### src/hw/rtl/ctde_pkg.sv
// Package with the item types, codes and digit arithmetic of the time digit editor.
package ctde_pkg;

    // Operation codes of an input item.
    localparam logic [1:0] OP_START   = 2'd0;
    localparam logic [1:0] OP_BUTTON  = 2'd1;
    localparam logic [1:0] OP_TIMEOUT = 2'd2;

    // Status codes of a result item.
    localparam logic [2:0] STATUS_IDLE    = 3'd0;
    localparam logic [2:0] STATUS_EDIT    = 3'd1;
    localparam logic [2:0] STATUS_COMMIT  = 3'd2;
    localparam logic [2:0] STATUS_CANCEL  = 3'd3;
    localparam logic [2:0] STATUS_TIMEOUT = 3'd4;

    // Cursor positions.
    localparam logic [2:0] DIGIT_NONE       = 3'd0;
    localparam logic [2:0] DIGIT_HOUR_TENS  = 3'd1;
    localparam logic [2:0] DIGIT_HOUR_UNITS = 3'd2;
    localparam logic [2:0] DIGIT_MIN_TENS   = 3'd3;
    localparam logic [2:0] DIGIT_MIN_UNITS  = 3'd4;
    localparam logic [2:0] DIGIT_PAST_END   = 3'd5;

    localparam logic [4:0] HOURS_MAX   = 5'd23;
    localparam logic [5:0] MINUTES_MAX = 6'd59;

    typedef struct packed {
        logic [1:0] operation;
        logic [4:0] load_hours;
        logic [5:0] load_minutes;
        logic       btn_next;
        logic       btn_back;
        logic       btn_up;
        logic       btn_down;
    } cmd_item_t;

    typedef struct packed {
        logic [4:0] edit_hours;
        logic [5:0] edit_minutes;
        logic [2:0] cursor_digit;
        logic [2:0] status;
    } rsp_item_t;

    typedef struct packed {
        logic       active;
        logic [2:0] cursor;
        logic [4:0] hours;
        logic [5:0] minutes;
    } edit_state_t;

    function automatic logic [1:0] hours_tens(input logic [4:0] h);
        logic [1:0] t;
        if (h >= 5'd20)
            t = 2'd2;
        else if (h >= 5'd10)
            t = 2'd1;
        else
            t = 2'd0;
        return t;
    endfunction

    function automatic logic [4:0] hours_units(input logic [4:0] h);
        return 5'(h - 5'(hours_tens(h)) * 5'd10);
    endfunction

    function automatic logic [2:0] minutes_tens(input logic [5:0] m);
        logic [2:0] t;
        if (m >= 6'd60)
            t = 3'd6;
        else if (m >= 6'd50)
            t = 3'd5;
        else if (m >= 6'd40)
            t = 3'd4;
        else if (m >= 6'd30)
            t = 3'd3;
        else if (m >= 6'd20)
            t = 3'd2;
        else if (m >= 6'd10)
            t = 3'd1;
        else
            t = 3'd0;
        return t;
    endfunction

    function automatic logic [5:0] minutes_units(input logic [5:0] m);
        return 6'(m - 6'(minutes_tens(m)) * 6'd10);
    endfunction

    // Highest units digit of hours: 9 below twenty, 3 from twenty on.
    function automatic logic [4:0] hours_units_max(input logic [1:0] t);
        return (t < 2'd2) ? 5'd9 : 5'd3;
    endfunction

    function automatic logic [4:0] hours_up(input logic [2:0] cur, input logic [4:0] h);
        logic [1:0] t;
        logic [4:0] u;
        logic [4:0] r;
        t = hours_tens(h);
        u = hours_units(h);
        r = h;
        if (cur == DIGIT_HOUR_TENS)
            r = (t < 2'd2) ? 5'(h + 5'd10) : u;
        else if (cur == DIGIT_HOUR_UNITS)
            r = (u < hours_units_max(t)) ? 5'(h + 5'd1) : 5'(5'(t) * 5'd10);
        return r;
    endfunction

    function automatic logic [4:0] hours_down(input logic [2:0] cur, input logic [4:0] h);
        logic [1:0] t;
        logic [4:0] u;
        logic [4:0] r;
        t = hours_tens(h);
        u = hours_units(h);
        r = h;
        if (cur == DIGIT_HOUR_TENS)
            r = (t > 2'd0) ? 5'(h - 5'd10) : 5'(u + 5'd20);
        else if (cur == DIGIT_HOUR_UNITS)
            r = (u > 5'd0) ? 5'(h - 5'd1) : 5'(5'(t) * 5'd10 + hours_units_max(t));
        return r;
    endfunction

    function automatic logic [5:0] minutes_up(input logic [2:0] cur, input logic [5:0] m);
        logic [2:0] t;
        logic [5:0] u;
        logic [5:0] r;
        t = minutes_tens(m);
        u = minutes_units(m);
        r = m;
        if (cur == DIGIT_MIN_TENS)
            r = (t < 3'd5) ? 6'(m + 6'd10) : u;
        else if (cur == DIGIT_MIN_UNITS)
            r = (u < 6'd9) ? 6'(m + 6'd1) : 6'(6'(t) * 6'd10);
        return r;
    endfunction

    function automatic logic [5:0] minutes_down(input logic [2:0] cur, input logic [5:0] m);
        logic [2:0] t;
        logic [5:0] u;
        logic [5:0] r;
        t = minutes_tens(m);
        u = minutes_units(m);
        r = m;
        if (cur == DIGIT_MIN_TENS)
            r = (t > 3'd0) ? 6'(m - 6'd10) : 6'(u + 6'd50);
        else if (cur == DIGIT_MIN_UNITS)
            r = (u > 6'd0) ? 6'(m - 6'd1) : 6'(6'(t) * 6'd10 + 6'd9);
        return r;
    endfunction

endpackage

### src/hw/rtl/ctde_if.sv
// Valid/ready channel interfaces for the command and response items.
interface ctde_cmd_if;
    logic                valid;
    logic                ready;
    ctde_pkg::cmd_item_t data;

    modport source (output valid, output data, input ready);
    modport sink (input valid, input data, output ready);
endinterface

interface ctde_rsp_if;
    logic                valid;
    logic                ready;
    ctde_pkg::rsp_item_t data;

    modport source (output valid, output data, input ready);
    modport sink (input valid, input data, output ready);
endinterface

### src/hw/rtl/ctde_step.sv
// Next-state and result logic of the editor for one command item.
module ctde_step
(
    input  ctde_pkg::edit_state_t state,
    input  ctde_pkg::cmd_item_t   item,
    output ctde_pkg::edit_state_t state_next,
    output ctde_pkg::rsp_item_t   result
);

    logic [2:0] cur;
    logic [4:0] h;
    logic [5:0] m;
    logic       cancel;
    logic [2:0] status;

    always_comb
    begin
        state_next = state;
        status     = state.active ? ctde_pkg::STATUS_EDIT : ctde_pkg::STATUS_IDLE;
        cur        = state.cursor;
        h          = state.hours;
        m          = state.minutes;
        cancel     = 1'b0;

        unique case (item.operation)
            ctde_pkg::OP_START:
            begin
                state_next.hours   = (item.load_hours > ctde_pkg::HOURS_MAX) ?
                                     ctde_pkg::HOURS_MAX : item.load_hours;
                state_next.minutes = (item.load_minutes > ctde_pkg::MINUTES_MAX) ?
                                     ctde_pkg::MINUTES_MAX : item.load_minutes;
                state_next.cursor  = ctde_pkg::DIGIT_HOUR_TENS;
                state_next.active  = 1'b1;
                status             = ctde_pkg::STATUS_EDIT;
            end
            ctde_pkg::OP_BUTTON:
            begin
                if (state.active)
                begin
                    // Buttons act in the order next, back, up, down.
                    if (item.btn_next)
                    begin
                        if (cur == ctde_pkg::DIGIT_HOUR_TENS && h > ctde_pkg::HOURS_MAX)
                            h = ctde_pkg::HOURS_MAX;
                        cur = 3'(cur + 3'd1);
                    end
                    if (item.btn_back)
                    begin
                        if (cur > ctde_pkg::DIGIT_HOUR_TENS)
                            cur = 3'(cur - 3'd1);
                        else
                            cancel = 1'b1;
                    end
                    if (cancel)
                    begin
                        state_next.hours  = h;
                        state_next.active = 1'b0;
                        state_next.cursor = ctde_pkg::DIGIT_NONE;
                        status            = ctde_pkg::STATUS_CANCEL;
                    end
                    else
                    begin
                        if (item.btn_up)
                        begin
                            h = ctde_pkg::hours_up(cur, h);
                            m = ctde_pkg::minutes_up(cur, m);
                        end
                        if (item.btn_down)
                        begin
                            h = ctde_pkg::hours_down(cur, h);
                            m = ctde_pkg::minutes_down(cur, m);
                        end
                        state_next.hours   = h;
                        state_next.minutes = m;
                        state_next.cursor  = cur;
                        if (cur > ctde_pkg::DIGIT_MIN_UNITS)
                        begin
                            state_next.active = 1'b0;
                            status            = ctde_pkg::STATUS_COMMIT;
                        end
                    end
                end
            end
            ctde_pkg::OP_TIMEOUT:
            begin
                if (state.active)
                begin
                    state_next.active = 1'b0;
                    state_next.cursor = ctde_pkg::DIGIT_NONE;
                    status            = ctde_pkg::STATUS_TIMEOUT;
                end
            end
            default:
            begin
                // Unused operation code: no change.
            end
        endcase

        result.edit_hours   = state_next.hours;
        result.edit_minutes = state_next.minutes;
        result.status       = status;
        if (status == ctde_pkg::STATUS_COMMIT)
        begin
            result.cursor_digit = ctde_pkg::DIGIT_PAST_END;
            state_next.cursor   = ctde_pkg::DIGIT_NONE;
        end
        else
        begin
            result.cursor_digit = state_next.active ? state_next.cursor : ctde_pkg::DIGIT_NONE;
        end
    end

endmodule

### src/hw/rtl/clock_time_digit_editor.sv
// Top level of the button-driven HH:MM time digit editor.
//
//  Channel | Direction | Payload                                   | Handshake
//  --------+-----------+-------------------------------------------+------------
//  cmd     | in        | operation, load time, four button flags   | valid/ready
//  rsp     | out       | edit hours/minutes, cursor digit, status  | valid/ready
//
// Each accepted command item produces exactly one response item, written into the
// response register on acceptance. The editor state and the response register are
// written in the same cycle, so a new item is taken every cycle while the
// response register is empty or being drained; throughput is one item per
// clock, limited only by the single response register.
// Reset (rst_n low, asynchronous) returns the editor to idle with zero time
// and an empty response register. A stalled response blocks only new items.
module clock_time_digit_editor
(
    input  logic              clk,
    input  logic              rst_n,
    ctde_cmd_if.sink          cmd,
    ctde_rsp_if.source        rsp
);

    ctde_pkg::edit_state_t state_reg;
    ctde_pkg::edit_state_t state_next;
    ctde_pkg::rsp_item_t   result_next;
    ctde_pkg::rsp_item_t   result_reg;
    logic                  rsp_valid_reg;
    logic                  accept;

    // A new item is taken when the response register is free or is being
    // emptied in this same cycle.
    assign cmd.ready = !rsp_valid_reg || rsp.ready;
    assign accept    = cmd.valid && cmd.ready;

    ctde_step u_step
    (
        .state      (state_reg),
        .item       (cmd.data),
        .state_next (state_next),
        .result     (result_next)
    );

    // Editor state: session flag, cursor and working time.
    always_ff @(posedge clk or negedge rst_n)
    begin
        if (!rst_n)
        begin
            state_reg <= '0;
        end
        else if (accept)
        begin
            state_reg <= state_next;
        end
    end

    // Response valid flag.
    always_ff @(posedge clk or negedge rst_n)
    begin
        if (!rst_n)
        begin
            rsp_valid_reg <= 1'b0;
        end
        else if (accept)
        begin
            rsp_valid_reg <= 1'b1;
        end
        else if (rsp.ready)
        begin
            rsp_valid_reg <= 1'b0;
        end
    end

    // Response payload holds while the consumer stalls.
    always_ff @(posedge clk)
    begin
        if (accept)
        begin
            result_reg <= result_next;
        end
    end

    assign rsp.valid = rsp_valid_reg;
    assign rsp.data  = result_reg;

endmodule

### src/flat_wrapper.sv
// flat-port wrapper written by rule: the top's interface ports become plain ports
module clock_time_digit_editor_flat 
  (clk, rst_n, cmd_valid, cmd_data, cmd_ready, rsp_valid, rsp_data, rsp_ready);
  ctde_cmd_if cmd_i ();
  ctde_rsp_if rsp_i ();
  input  logic clk;
  input  logic rst_n;
  input wire logic [$bits(cmd_i.valid)-1:0] cmd_valid;
  input wire logic [$bits(cmd_i.data)-1:0] cmd_data;
  output wire logic [$bits(cmd_i.ready)-1:0] cmd_ready;
  output wire logic [$bits(rsp_i.valid)-1:0] rsp_valid;
  output wire logic [$bits(rsp_i.data)-1:0] rsp_data;
  input wire logic [$bits(rsp_i.ready)-1:0] rsp_ready;
  assign cmd_i.valid = cmd_valid;
  assign cmd_i.data = cmd_data;
  assign cmd_ready = cmd_i.ready;
  assign rsp_valid = rsp_i.valid;
  assign rsp_data = rsp_i.data;
  assign rsp_i.ready = rsp_ready;
  clock_time_digit_editor u_core (.clk(clk), .rst_n(rst_n), .cmd(cmd_i), .rsp(rsp_i));
endmodule
### config.mk
export PLATFORM = sky130hd
export DESIGN_NAME = clock_time_digit_editor_flat
export DESIGN_NICKNAME = d
export VERILOG_FILES = /design/src/hw/rtl/ctde_pkg.sv /design/src/hw/rtl/ctde_if.sv /design/src/hw/rtl/ctde_step.sv /design/src/hw/rtl/clock_time_digit_editor.sv /design/src/flat_wrapper.sv
export SDC_FILE = /design/constraint.sdc
export NUM_CORES = 1
export LEC_CHECK = 0
export ABC_CLOCK_PERIOD_IN_PS = 7700
export BUFFER_PORTS_ARGS = -buffer_cell sky130_fd_sc_hd__buf_2
export CORE_MARGIN = 10
export CORE_UTILIZATION = 44
export CTS_BUF_LIST = sky130_fd_sc_hd__clkbuf_8
export CTS_CLUSTER_DIAMETER = 200
export DETAILED_ROUTE_END_ITERATION = 12
export GPL_TIMING_DRIVEN = 0
export HOLD_SLACK_MARGIN = 0.12
export PLACE_DENSITY = 0.64
export SETUP_SLACK_MARGIN = 0.1
export SKIP_LAST_GASP = 1
export SYNTH_ARGS = -nofsm -noshare
export SYNTH_HDL_FRONTEND = slang
export SYNTH_HIERARCHICAL = 1
export SYNTH_SLANG_ARGS = --single-unit
### constraint.sdc
create_clock -name clk -period 7.7 [get_ports clk]
set_input_delay 1.54 -clock clk [delete_from_list [all_inputs] [get_ports clk]]
set_output_delay 1.54 -clock clk [all_outputs]
set_load 0.05 [all_outputs]
# [Yosys cells after proc, flatten, opt, wreduce, memory -nomap -nowiden]
# Cells that the tools add are included.
[totals] regBits=33 out_inout_bits=19 in_bits=21 wordCells=172
[op_classes] reduce_logical=7 muxes=94 n_mul=4 order_cmp=30 bitwise=1 n_eq_ne=8 addsub=18
[ops] cell="5-bit 2-to-1 mux" n=18
[ops] cell="6-bit 2-to-1 mux" n=15
[ops] cell="3-bit 2-to-1 mux" n=29
[ops] cell="6-bit >= comparator, second input constant" n=6
[ops] cell="2-bit 2-to-1 mux" n=13
[ops] cell="6-bit by 5-bit >= comparator with 1-bit output, second input constant" n=4
[ops] cell="11-bit one-hot mux with 2 select lines" n=1
[ops] cell="15-bit 2-to-1 mux" n=1
[ops] cell="6-bit by 4-bit adder with 6-bit output, second input constant" n=2
[ops] cell="6-bit by 4-bit >= comparator with 1-bit output, second input constant" n=2
[ops] cell="1-bit 2-to-1 mux" n=12
[ops] cell="4-bit one-hot mux with 3 select lines" n=1
[ops] cell="6-bit subtractor" n=2
[ops] cell="5-bit by 4-bit >= comparator with 1-bit output, second input constant" n=2
[ops] cell="5-bit >= comparator, second input constant" n=2
[ops] cell="5-bit greater-than comparator, second input constant" n=2
[ops] cell="3-bit by 3-bit multiplier with 5-bit output, second input constant" n=2
[ops] cell="5-bit subtractor" n=2
[ops] cell="3-bit by 2-bit == test with 1-bit output, second input constant" n=3
[ops] cell="9-bit 2-to-1 mux" n=1
[ops] cell="3-bit one-hot mux with 3 select lines" n=1
[ops] cell="2-bit by 3-bit multiplier with 4-bit output, second input constant" n=2
[ops] cell="4-bit 2-to-1 mux" n=2
[ops] cell="6-bit by 1-bit adder with 6-bit output, second input constant" n=1
[ops] cell="other kinds (32)" n=36

# [Longest topological paths before layout]
# Gate-level depths: netlist of the first run.
[depth] ltp_word=45 ltp_mapped=42 mapped_depth_nobuf=40

# [Modules after synthesis]
# The synthesis of the first run kept the hierarchy.
[modules_own_cells] module="ctde_step" area_each_um2=4205.3 seq_area_each_um2=0.0 cells_per_inst=589 n_inst=1
[modules_own_cells] module="clock_time_digit_editor" area_each_um2=1169.9 seq_area_each_um2=910.9 cells_per_inst=53 n_inst=1

# [Least setup slack after synthesis of the first run]
# No wires, ideal clock.
[synth_path] path_type="input -> register" from="input port cmd_data[3]" to="register u_core/state_reg[8] (netlist bit)" path_slack_ns=-0.913 setup_time_ns=0.125 arrival_ns=8.488 cell_stages=41 cell_sequence="buf_6 -> and3b_1 -> and2_4 -> or2_2 -> clkbuf_1 -> inv_1 -> ha_1 -> inv_1 -> o21ai_0 -> nand2_1 -> o21bai_1 -> ha_1 -> inv_1 -> fa_1 -> xor2_1 -> or3_1 -> a211oi_4 -> a31oi_4 -> [... 5 more ...] -> o211a_4 -> nand2b_1 -> inv_1 -> ha_1 -> inv_1 -> fa_1 -> xnor2_1 -> ha_1 -> nand2_1 -> nor3_1 -> and2_1 -> nor3_1 -> nor2_1 -> o21ai_0 -> a31oi_1 -> o22ai_1 -> buf_4 -> mux2_4"
[synth_lines] item="from (decl)" line_no="flat_wrapper.sv:9" rtl="input wire logic [$bits(cmd_i.data)-1:0] cmd_data;"
[synth_lines] item="to (signal assigned)" line_no="clock_time_digit_editor.sv:52" rtl="state_reg <= state_next;"
[synth_lines] item="to (decl)" line_no="clock_time_digit_editor.sv:23" rtl="ctde_pkg::edit_state_t state_reg;"

==> results.md, run 1 <==
* Status: finished with violations
* Violated checks: negative setup slack
* TritonRoute pass-1 iters at 5
* Unrepaired setup endpoints after global routing: true
* Port Buffers at 38
* Avg Synthesized Cell Area at around 8.4 um^2
* Growth of design area from synthesis to finish at 25.0%
* Number of buffers created by CTS at 5
* Final hold viol count at 0
* Post-Syn Nets at between 700 and 800
* I/O pin cnt at 40
* HP Class: reg2reg
* Routability cong. at 0.922
* Max-cap violations at 0
* Fin Hold WS at between 0.5 and 0.6 ns
* Post-Syn Area at approximately 0.0054 mm^2
* Global-route wire length before repair at 26,300 um
* Via count at between 5,000 and 6,000
* Largest family of logic cells by synthesized area: compound AO/OA/AOI/OAI gates
* Setup Skew at around 0.006 ns
* Post-Synth Adder-Cell Area at 11.2%
* Avg WL per Cell at between 15 and 20 um
* Netlist cell types at approximately 120
* Clock Pin Slew Worst Setup and Hold Paths at approximately 0.060 ns
* Die extent in y at 131 um
* ANT nets after route at 0
* Fraction of layout cells with a size suffix above 1 at between 30% and 40%
* CP max stage cell: fa_2
* # H-tree levels at 2
* Final Max Tran Viols at 0
* Most common cell in the netlist: nand2_1
* # fillers at ~1,100
* CP Data Arrival Time at roughly 8.2 ns
* Clk root buf: clkbuf_8
* Clock Sinks at 33
* DRT iter0 DRCs at between 500 and 600
* Initial antenna violation count at 0
* CP startpoint kind: primary input
* Fmax at roughly 0.12 GHz
* CP Class: in2reg
* Nature of the critical path endpoint: flip-flop
* Seq cells post-synth at 33
* Post-route insts no fill at roughly 890
* ANT cells at 0
* Residual DRC count at 0
* CP Data Required Time at between 7 and 8 ns
* Largest area contributor in the netlist: ha_1
* Multiplexer share of the synthesized area at under 10%
* Mapped Cells at 642
* Vias in the first global route at just under 5,000
* Synth Area in Simple Gates at 21.1%
* Xor and xnor fraction of the mapped netlist area at under 10%
* Area contributors post-synth: ha_1, edfxtp_1, dfrtp_1, nand2_1, o21ai_0
* CTS Buffer Depth at 2
* Final nets at about 800
* Vias per cell at around 6
* Ys Warns at 6
* Final min period at roughly 8.0 ns
* Post-detail-place hpwl at 12,900 um
* Synth Flop Type: edfxtp_1
* Least-Margin Pin Slew at 0.775 ns
* Initial core utilization at between 40% and 50%
* Post-synth top cells: nand2_1, inv_1, ha_1
* Number of synthesized flops with an enable pin at 17
* WL final at between 15,000 and 20,000 um
* Largest net degree at the start of global routing at 18
* Compound-gate portion of the synthesized area at between 20 and 30%
* Share of the synthesized area in the top cell type at 9.54%
* CTS tree: yes
* # setup viols final at 10
* Fin crit share at 104%
* Placed insts at 827
* Async SR Flop Fraction at between 40% and 50%
* Core area at about 0.012 mm^2
* Final setup margin at -0.332 ns
* DP Worst Slack at -1.60 ns
* Row count at 40
* Number of flip-flops in the largest register at 17
* GRT Util Overall at a little under a fifth
* Slew headroom at 48.3%
* Max incr delay on CP at around 0.40 ns
* Grt ovf at 0
* Die area at approximately 0.017 mm^2
* Die W at approximately 130 um
* Clk_lat worst skew at between 0.2 and 0.3 ns
* Post-cts hold buffer count at 0
* CP max FO at 4
* Sequential-to-total area share from yosys stat at 16.9%
## cell usage in the layout, fill, tap and decap left out, drive strengths merged, types with 6 or more instances in the layout
cell type,Yosys,layout
nor3,16,16
mux2i,10,10
o221ai,6,6
a21oi,38,38
nor4,7,7
a221oi,6,6
a211oi,6,6
mux2,19,19
o32ai,6,6
o22ai,7,7
and2,14,14
a22oi,8,8
nand2,66,66
ha,41,41
nand3,23,23
a31oi,21,21
dfrtp,16,16
a21o,10,10
o21ai,45,45
buf,26,117
edfxtp,17,17
nand2b,8,8
nand4,7,7
xor2,7,7
clkbuf,15,18
o211ai,8,8
nor2,40,40
xnor2,16,16
or3,8,8
inv,45,45
## worst max-delay path, delay by kind of cell
| family | cells | cell delay [ns] |
|---|---|---|
| AND/OR/NAND/NOR | 11 | 1.89 |
| adder cells (fa/ha/maj) | 7 | 1.60 |
| multiplexers | 1 | 0.25 |
| buffers and inverters | 7 | 0.49 |
| AO/OA/AOI/OAI | 11 | 2.04 |
| XOR/XNOR | 2 | 0.36 |
## worst paths after layout
kind / from / to / slack (ns) / cells after the start
max reg2reg: u_core/state_reg[2]$_DFFE_PN0P_ / u_core/state_reg[4]$_DFFE_PN0P_ / 0 / 32
max: cmd_data[3] / u_core/state_reg[8]$_DFFE_PN0P_ / -0.33 / 39
min: u_core/state_reg[9]$_DFFE_PN0P_ / u_core/state_reg[9]$_DFFE_PN0P_ / 0.54 / 1
max in group asynchronous: rst_n / u_core/state_reg[1]$_DFFE_PN0P_ / 6.23 / 1
min in group asynchronous: rst_n / u_core/state_reg[8]$_DFFE_PN0P_ / 1.17 / 1
min reg2reg: u_core/state_reg[9]$_DFFE_PN0P_ / u_core/state_reg[9]$_DFFE_PN0P_ / 0.54 / 1
## through the flow
step | instance area [um^2] | utilization (%) | setup TNS, ns
floorplan | 5500 | - | -2.37
finish | 6720 | 56.0 | -1.95
global placement | 5880 | 48.9 | -17.05
global route | 6720 | 56.0 | -4.76
CTS | 6440 | 53.6 | -1.80
detailed placement | 5880 | 48.9 | -18.14
## per-layer routing
metal	GRT usage [%]	up-vias	wire (um)
li1	-	2574	-
met1	27.8	2576	8030
met2	30.3	236	7760
met3	1.37	21	1100
met4	3.60	0	244
met5	0	-	0
## timing repair
item / CTS / global route
resized for setup: 53 / 51
endpoints found under the hold margin: 0 / 0
pin swaps: 36 / 44
setup buffers: 37 / 16
setup endpoints to repair: 18 / 18
cloned: 0 / 0
## final cells by class
| cell class | instances | area [um^2] | share of cell area [%] |
|---|---|---|---|
| inverters | 47 | 200 | 2.98 |
| repair buffers | 91 | 602 | 8.95 |
| well taps | 147 | 184 | 2.74 |
| flip-flops and latches | 33 | 915 | 13.6 |
| multi-input cells | 521 | 4460 | 66.4 |
| clock buffers | 5 | 68.8 | 1.02 |
| plain buffers | 39 | 274 | 4.08 |
| clock inverters | 3 | 13.8 | 0.205 |
## logic make-up after synthesis
group / count (synthesis)
AO/OA/AOI/OAI: 206
XOR/XNOR: 28
adder cells (fa/ha/maj): 46
buffers and inverters: 88
flip-flops: 33
multiplexers: 29
AND/OR/NAND/NOR: 212
Power of run 1 is not shown: default switching activity piles up to over one toggle a cycle in this logic, so the estimate is an artifact.
==> run 2: changes to the inputs <==
ABC_CLOCK_PERIOD_IN_PS = 9400   (was 7700)
CORE_UTILIZATION = 60   (was 44)
PLACE_DENSITY = 0.8   (was 0.64)
clock period = 9.4 ns   (was 7.7 ns; I/O delays follow)
==> run 2 against run 1 <==
The flow now finishes without violations. Worst hold slack worse by 0.026 ns. Routed wire length down 4.7%. Final area down 12%. Final cell count down 9.4%. First-iteration DRC count up 30%. Utilization up 12 points.
==> results.md, run 2 (same netlist as run 1, synthesis figures left out) <==
* Status: finished, final reports clean (was finished with violations)
* Max-cap violations at 0 (unchanged)
* Largest net degree at the start of global routing at 18 (unchanged)
* GRT Util Overall at 23.8% (was 19.1%)
* CP max FO at 10 (was 4)
* CP max stage cell: fa_2 (unchanged)
* Fin crit share at a little over nine tenths
* Met1 Usage GRT at 28.1% (was 27.8%)
* CP Class: in2reg (unchanged)
* CTS Buffer Depth at 2 (unchanged)
* Vias in the first global route at 5,265 (was 4,906)
* Initial core utilization at 61.6% (was 44.7%)
* Number of flip-flops in the largest register at 17 (unchanged)
* Most frequent cells in the layout: nand2_1, buf_2, inv_1 (was buf_4, nand2_1, buf_2)
* Clock Pin Slew Worst Setup and Hold Paths at 0.08 ns (was 0.06 ns)
* Clock Sinks at 33 (unchanged)
* # fillers at 723 (was 1,104)
* Max incr delay on CP at 0.48 ns (was 0.40 ns)
* DP Worst Slack at -1.06 ns (was -1.60 ns)
* TritonRoute pass-1 iters at 6 (was 5)
* Vias per cell at 6.82 (was 6.10)
* Final core utilization at 68.2% (was 56.0%)
* Setup Skew at 0.00966 ns (was 0.00600 ns)
* Core area at 0.00872 mm^2 (was 0.0120 mm^2)
* CP Data Required Time at 9.58 ns (was 7.87 ns)
* Fin Hold WS at 0.513 ns (was 0.540 ns)
* Met3 Use GR at 2.94% (was 1.37%)
* Clk_lat worst skew at 0.29 ns (was 0.28 ns)
* # H-tree levels at 2 (unchanged)
* Slew headroom at 52.5% (was 48.3%)
* ANT nets after route at 0 (unchanged)
* DRT iter0 DRCs at 751 (was 579)
* Final setup margin at 0.376 ns (was -0.332 ns)
* Unrepaired setup endpoints after global routing: false (was true)
* Die area at 0.0131 mm^2 (was 0.0170 mm^2)
* Residual DRC count at 0 (unchanged)
* CP Data Arrival Time at 9.20 ns (was 8.20 ns)
* CTS tree: yes (unchanged)
* I/O pin cnt at 40 (unchanged)
* Hold depth at 1 (unchanged)
* Final min period at between 9 and 10 ns
* Global routing's busiest layer: met2 (unchanged)
* Post-detail-place hpwl at 12,500 um (was 12,900 um)
* Via count at 5,477 (was 5,407)
* Final hold viol count at 0 (unchanged)
* Setup TNS at 0 ns (was -1.95 ns)
* Nature of the critical path endpoint: flip-flop (unchanged)
* Grt met2 use at 41.9% (was 30.3%)
* Most common cell after layout, fill and taps aside: nand2_1 (was buf_4)
* Final Max Tran Viols at 0 (unchanged)
* Die W at 115 um (was 131 um)
* Row count at 34 (was 40)
* Number of buffers created by CTS at 5 (unchanged)
* Grt ovf at 0 (unchanged)
* Port Buffers at 38 (unchanged)
* ANT cells at 0 (unchanged)
* Global-route wire length before repair at 25,900 um (was 26,300 um)
* Initial antenna violation count at 0 (unchanged)
* # setup viols final at 0 (was 10)
* CP startpoint kind: primary input (unchanged)
* WL final at 16,300 um (was 17,100 um)
* Die extent in y at 115 um (was 131 um)
* Routability cong. at 1.00 (was 0.922)
* Post-cts hold buffer count at 0 (unchanged)
* HP Class: reg2reg (unchanged)
* Least-Margin Pin Slew at 0.711 ns (was 0.775 ns)
* Avg WL per Cell at 20.3 um (was 19.3 um)
* Fraction of layout cells with a size suffix above 1 at 23.0% (was 36.8%)
* Final nets at 760 (was 804)
* Growth of design area from synthesis to finish at 10.6% (was 25.0%)
* Fmax at roughly 0.11 GHz
* Most used cell, CP: inv_1
* R2r worst-path depth at 34 (was 32)
* Clk root buf: clkbuf_8 (unchanged)
run 2: final cells by class:
type,instances,area (um^2),share of cell area [%]
Buffer,39,255,4.29
Clock buffer,5,68.8,1.16
Clock inverter,3,65.1,1.09
Inverter,47,184,3.09
Multi-Input combinational cell,521,4070,68.4
Sequential cell,33,911,15.3
Tap cell,108,135,2.27
Timing Repair Buffer,47,258,4.34
run 2: timing repair:
item                       4_1_cts  5_1_grt
resized for setup                8        9
setup buffers                    4        5
setup endpoints to repair        8        7
pin swaps                        3        7
run 2: worst paths after layout:
path,to,from,slack (ns)
max in group asynchronous,u_core/rsp.valid$_DFFE_PN0P_,rst_n,7.60
min in group asynchronous,u_core/state_reg[2]$_DFFE_PN0P_,rst_n,1.50
worst min register to register,u_core/state_reg[9]$_DFFE_PN0P_,u_core/state_reg[9]$_DFFE_PN0P_,0.51
worst min-delay path,u_core/state_reg[9]$_DFFE_PN0P_,u_core/state_reg[9]$_DFFE_PN0P_,0.51
worst max register to register,u_core/state_reg[4]$_DFFE_PN0P_,u_core/state_reg[2]$_DFFE_PN0P_,0.64
worst max-delay path,u_core/state_reg[8]$_DFFE_PN0P_,cmd_data[3],0.38
run 2: per-stage QoR:
step	cells	area, um^2
final	803	5950
after global routing	803	5950
after CTS	798	5890
after global placement	788	5700
after floorplan	642	5380
after detailed placement	788	5700
run 2: routing by layer:
metal  vias to the layer above  wire length (um)
met4                         0               488
li1                       2493                 -
met3                        54              1380
met2                       368              8250
met5                         -                 0
met1                      2562              6220
run 2: critical path: cells and delay by family:
kind | cells | cell delay (ns)
AO/OA/AOI/OAI | 11 | 2.04
AND/OR/NAND/NOR | 11 | 1.93
adder cells (fa/ha/maj) | 7 | 1.74
buffers and inverters | 11 | 1.17
multiplexers | 1 | 0.26
XOR/XNOR | 1 | 0.19
Power of run 2 is left out for the same reason.
==> run 3: changes to the inputs <==
PLACE_DENSITY = default   (was 0.8)
PLACE_DENSITY_LB_ADDON = 0.08   (was default)
==> run 3 against run 2 <==
Die area did not move. Routed wire length grew 0.46%. Via count shrank 1.1%. Critical path depth unchanged. Highest routed layer unchanged. Maximum frequency is 0.53% higher. Clock-buffer cell count did not move. Worst hold slack improved by 0.012 ns. Utilization is 0.23 points higher. Global-route usage rose by 0.35 points. Final area up 0.34%. Flip-flop and latch count is the same.
==> results.md, run 3 (same netlist as run 1, synthesis figures left out) <==
* Setup TNS at 0 ns (unchanged)
* # fillers at 715 (was 723)
* Most frequent cells in the layout: nand2_1, buf_2, inv_1 (unchanged)
* Clk root buf: clkbuf_8 (unchanged)
* Final hold viol count at 0 (unchanged)
* Initial antenna violation count at 0 (unchanged)
* CP startpoint kind: primary input (unchanged)
* Clk_lat worst skew at 0.29 ns (about the same)
* CP max stage cell: fa_1 (was fa_2)
* Residual DRC count at 0 (unchanged)
* CP Data Arrival Time at 9.15 ns (was 9.20 ns)
* Routability cong. at 0.967 (was 1.00)
* Top delay family on crit path: simple AND/OR/NAND/NOR gates (was compound AO/OA/AOI/OAI gates)
* Final min period at 8.98 ns (was 9.02 ns)
* Post-cts hold buffer count at 0 (unchanged)
* Unrepaired setup endpoints after global routing: false (unchanged)
* CP Class: in2reg (unchanged)
* Final Max Tran Viols at 0 (unchanged)
* Least-Margin Pin Slew at 0.661 ns (was 0.711 ns)
* Grt ovf at 0 (unchanged)
* Global-route wire length before repair at 26,100 um (was 25,900 um)
* GRT Util Overall at 24.1% (was 23.8%)
* Growth of design area from synthesis to finish at 11.0% (was 10.6%)
* Clock Sinks at 33 (unchanged)
* Post-detail-place hpwl at 12,600 um (was 12,500 um)
* Die area at 0.0131 mm^2 (unchanged)
* Met1 Usage GRT at 28.5% (was 28.1%)
* CTS tree: yes (unchanged)
* DRT iter0 DRCs at 593 (was 751)
* Post-route insts no fill at 808 (was 803)
* Vias in the first global route at 5,165 (was 5,265)
* Buffers & Inverters on Critical Path at 10 (was 11)
* Die extent in y at 115 um (unchanged)
* Initial core utilization at 61.6% (unchanged)
* TritonRoute pass-1 iters at 7 (was 6)
* Most used cell, CP: inv_1 (unchanged)
* # setup viols final at 0 (unchanged)
* CTS Buffer Depth at 2 (unchanged)
* Global routing's busiest layer: met2 (unchanged)
* Fin crit share at 95.5% (was 96.0%)
* Setup Skew at 0.0101 ns (was 0.00966 ns)
* Clock Pin Slew Worst Setup and Hold Paths at 0.07 ns (was 0.08 ns)
* Fmax at 0.111 GHz (about the same)
* Row count at 34 (unchanged)
* Core area at 0.00872 mm^2 (unchanged)
* Max-cap violations at 0 (unchanged)
* Port Buffers at 38 (unchanged)
* ANT cells at 0 (unchanged)
* Final nets at 765 (was 760)
* Avg WL per Cell at 20.3 um (about the same)
* Final core utilization at 68.4% (was 68.2%)
* Number of buffers created by CTS at 5 (unchanged)
* Fin Hold WS at 0.525 ns (was 0.513 ns)
* ANT nets after route at 0 (unchanged)
* Largest net degree at the start of global routing at 18 (unchanged)
* Nature of the critical path endpoint: flip-flop (unchanged)
* Slew headroom at 55.5% (was 52.5%)
* Number of flip-flops in the largest register at 17 (unchanged)
* HP Class: reg2reg (unchanged)
* Placed insts at 788 (unchanged)
* Max incr delay on CP at 0.41 ns (was 0.48 ns)
* Vias per cell at 6.71 (was 6.82)
* CP Data Required Time at 9.58 ns (about the same)
* CP max FO at 10 (unchanged)
* Most common cell after layout, fill and taps aside: nand2_1 (unchanged)
* Grt met2 use at 42.2% (was 41.9%)
* Status: finished, final reports clean (unchanged)
* Met3 Use GR at 2.88% (was 2.94%)
* Fraction of layout cells with a size suffix above 1 at 23.3% (was 23.0%)
* Via count at 5,419 (was 5,477)
* I/O pin cnt at 40 (unchanged)
* WL final at 16,400 um (was 16,300 um)
* Die W at 115 um (unchanged)
* # H-tree levels at 2 (unchanged)
-- run 3: cell type report --
cell class,count,area [um^2],area share (%)
flip-flops and latches,33,911,15.3
clock buffers,5,68.8,1.15
clock inverters,3,37.5,0.629
multi-input cells,521,4080,68.4
repair buffers,52,295,4.95
inverters,47,184,3.08
well taps,108,135,2.27
plain buffers,39,255,4.28
-- run 3: metrics by stage --
step	setup WS (ns)	instance area [um^2]
6_report	0.424	5970
5_1_grt	0.0843	5970
4_1_cts	0.109	5840
3_5_place_dp	-1.02	5700
3_3_place_gp	-0.893	5700
2_1_floorplan	0.447	5380
-- run 3: final timing paths --
kind,depth (start not counted),end,slack (ns),start
setup / recovery,42,u_core/state_reg[8]$_DFFE_PN0P_,0.42,cmd_data[3]
hold / removal,1,u_core/state_reg[9]$_DFFE_PN0P_,0.53,u_core/state_reg[9]$_DFFE_PN0P_
setup reg to reg,34,u_core/state_reg[4]$_DFFE_PN0P_,0.75,u_core/state_reg[2]$_DFFE_PN0P_
hold reg to reg,1,u_core/state_reg[9]$_DFFE_PN0P_,0.53,u_core/state_reg[9]$_DFFE_PN0P_
max in group asynchronous,1,u_core/state_reg[10]$_DFFE_PN0P_,7.58,rst_n
min in group asynchronous,1,u_core/state_reg[5]$_DFFE_PN0P_,1.51,rst_n
-- run 3: per-layer routing --
layer	vias to the layer above	part of all wire (%)
li1	2499	-
met1	2564	38
met2	303	51
met3	53	7.3
met4	0	3.8
met5	-	0
-- run 3: repair_timing --
action,4_1_cts,5_1_grt
pin swaps,2,10
setup endpoints to repair,8,8
gates resized for setup,6,14
buffers inserted,3,11
Power of run 3 is left out for the same reason.
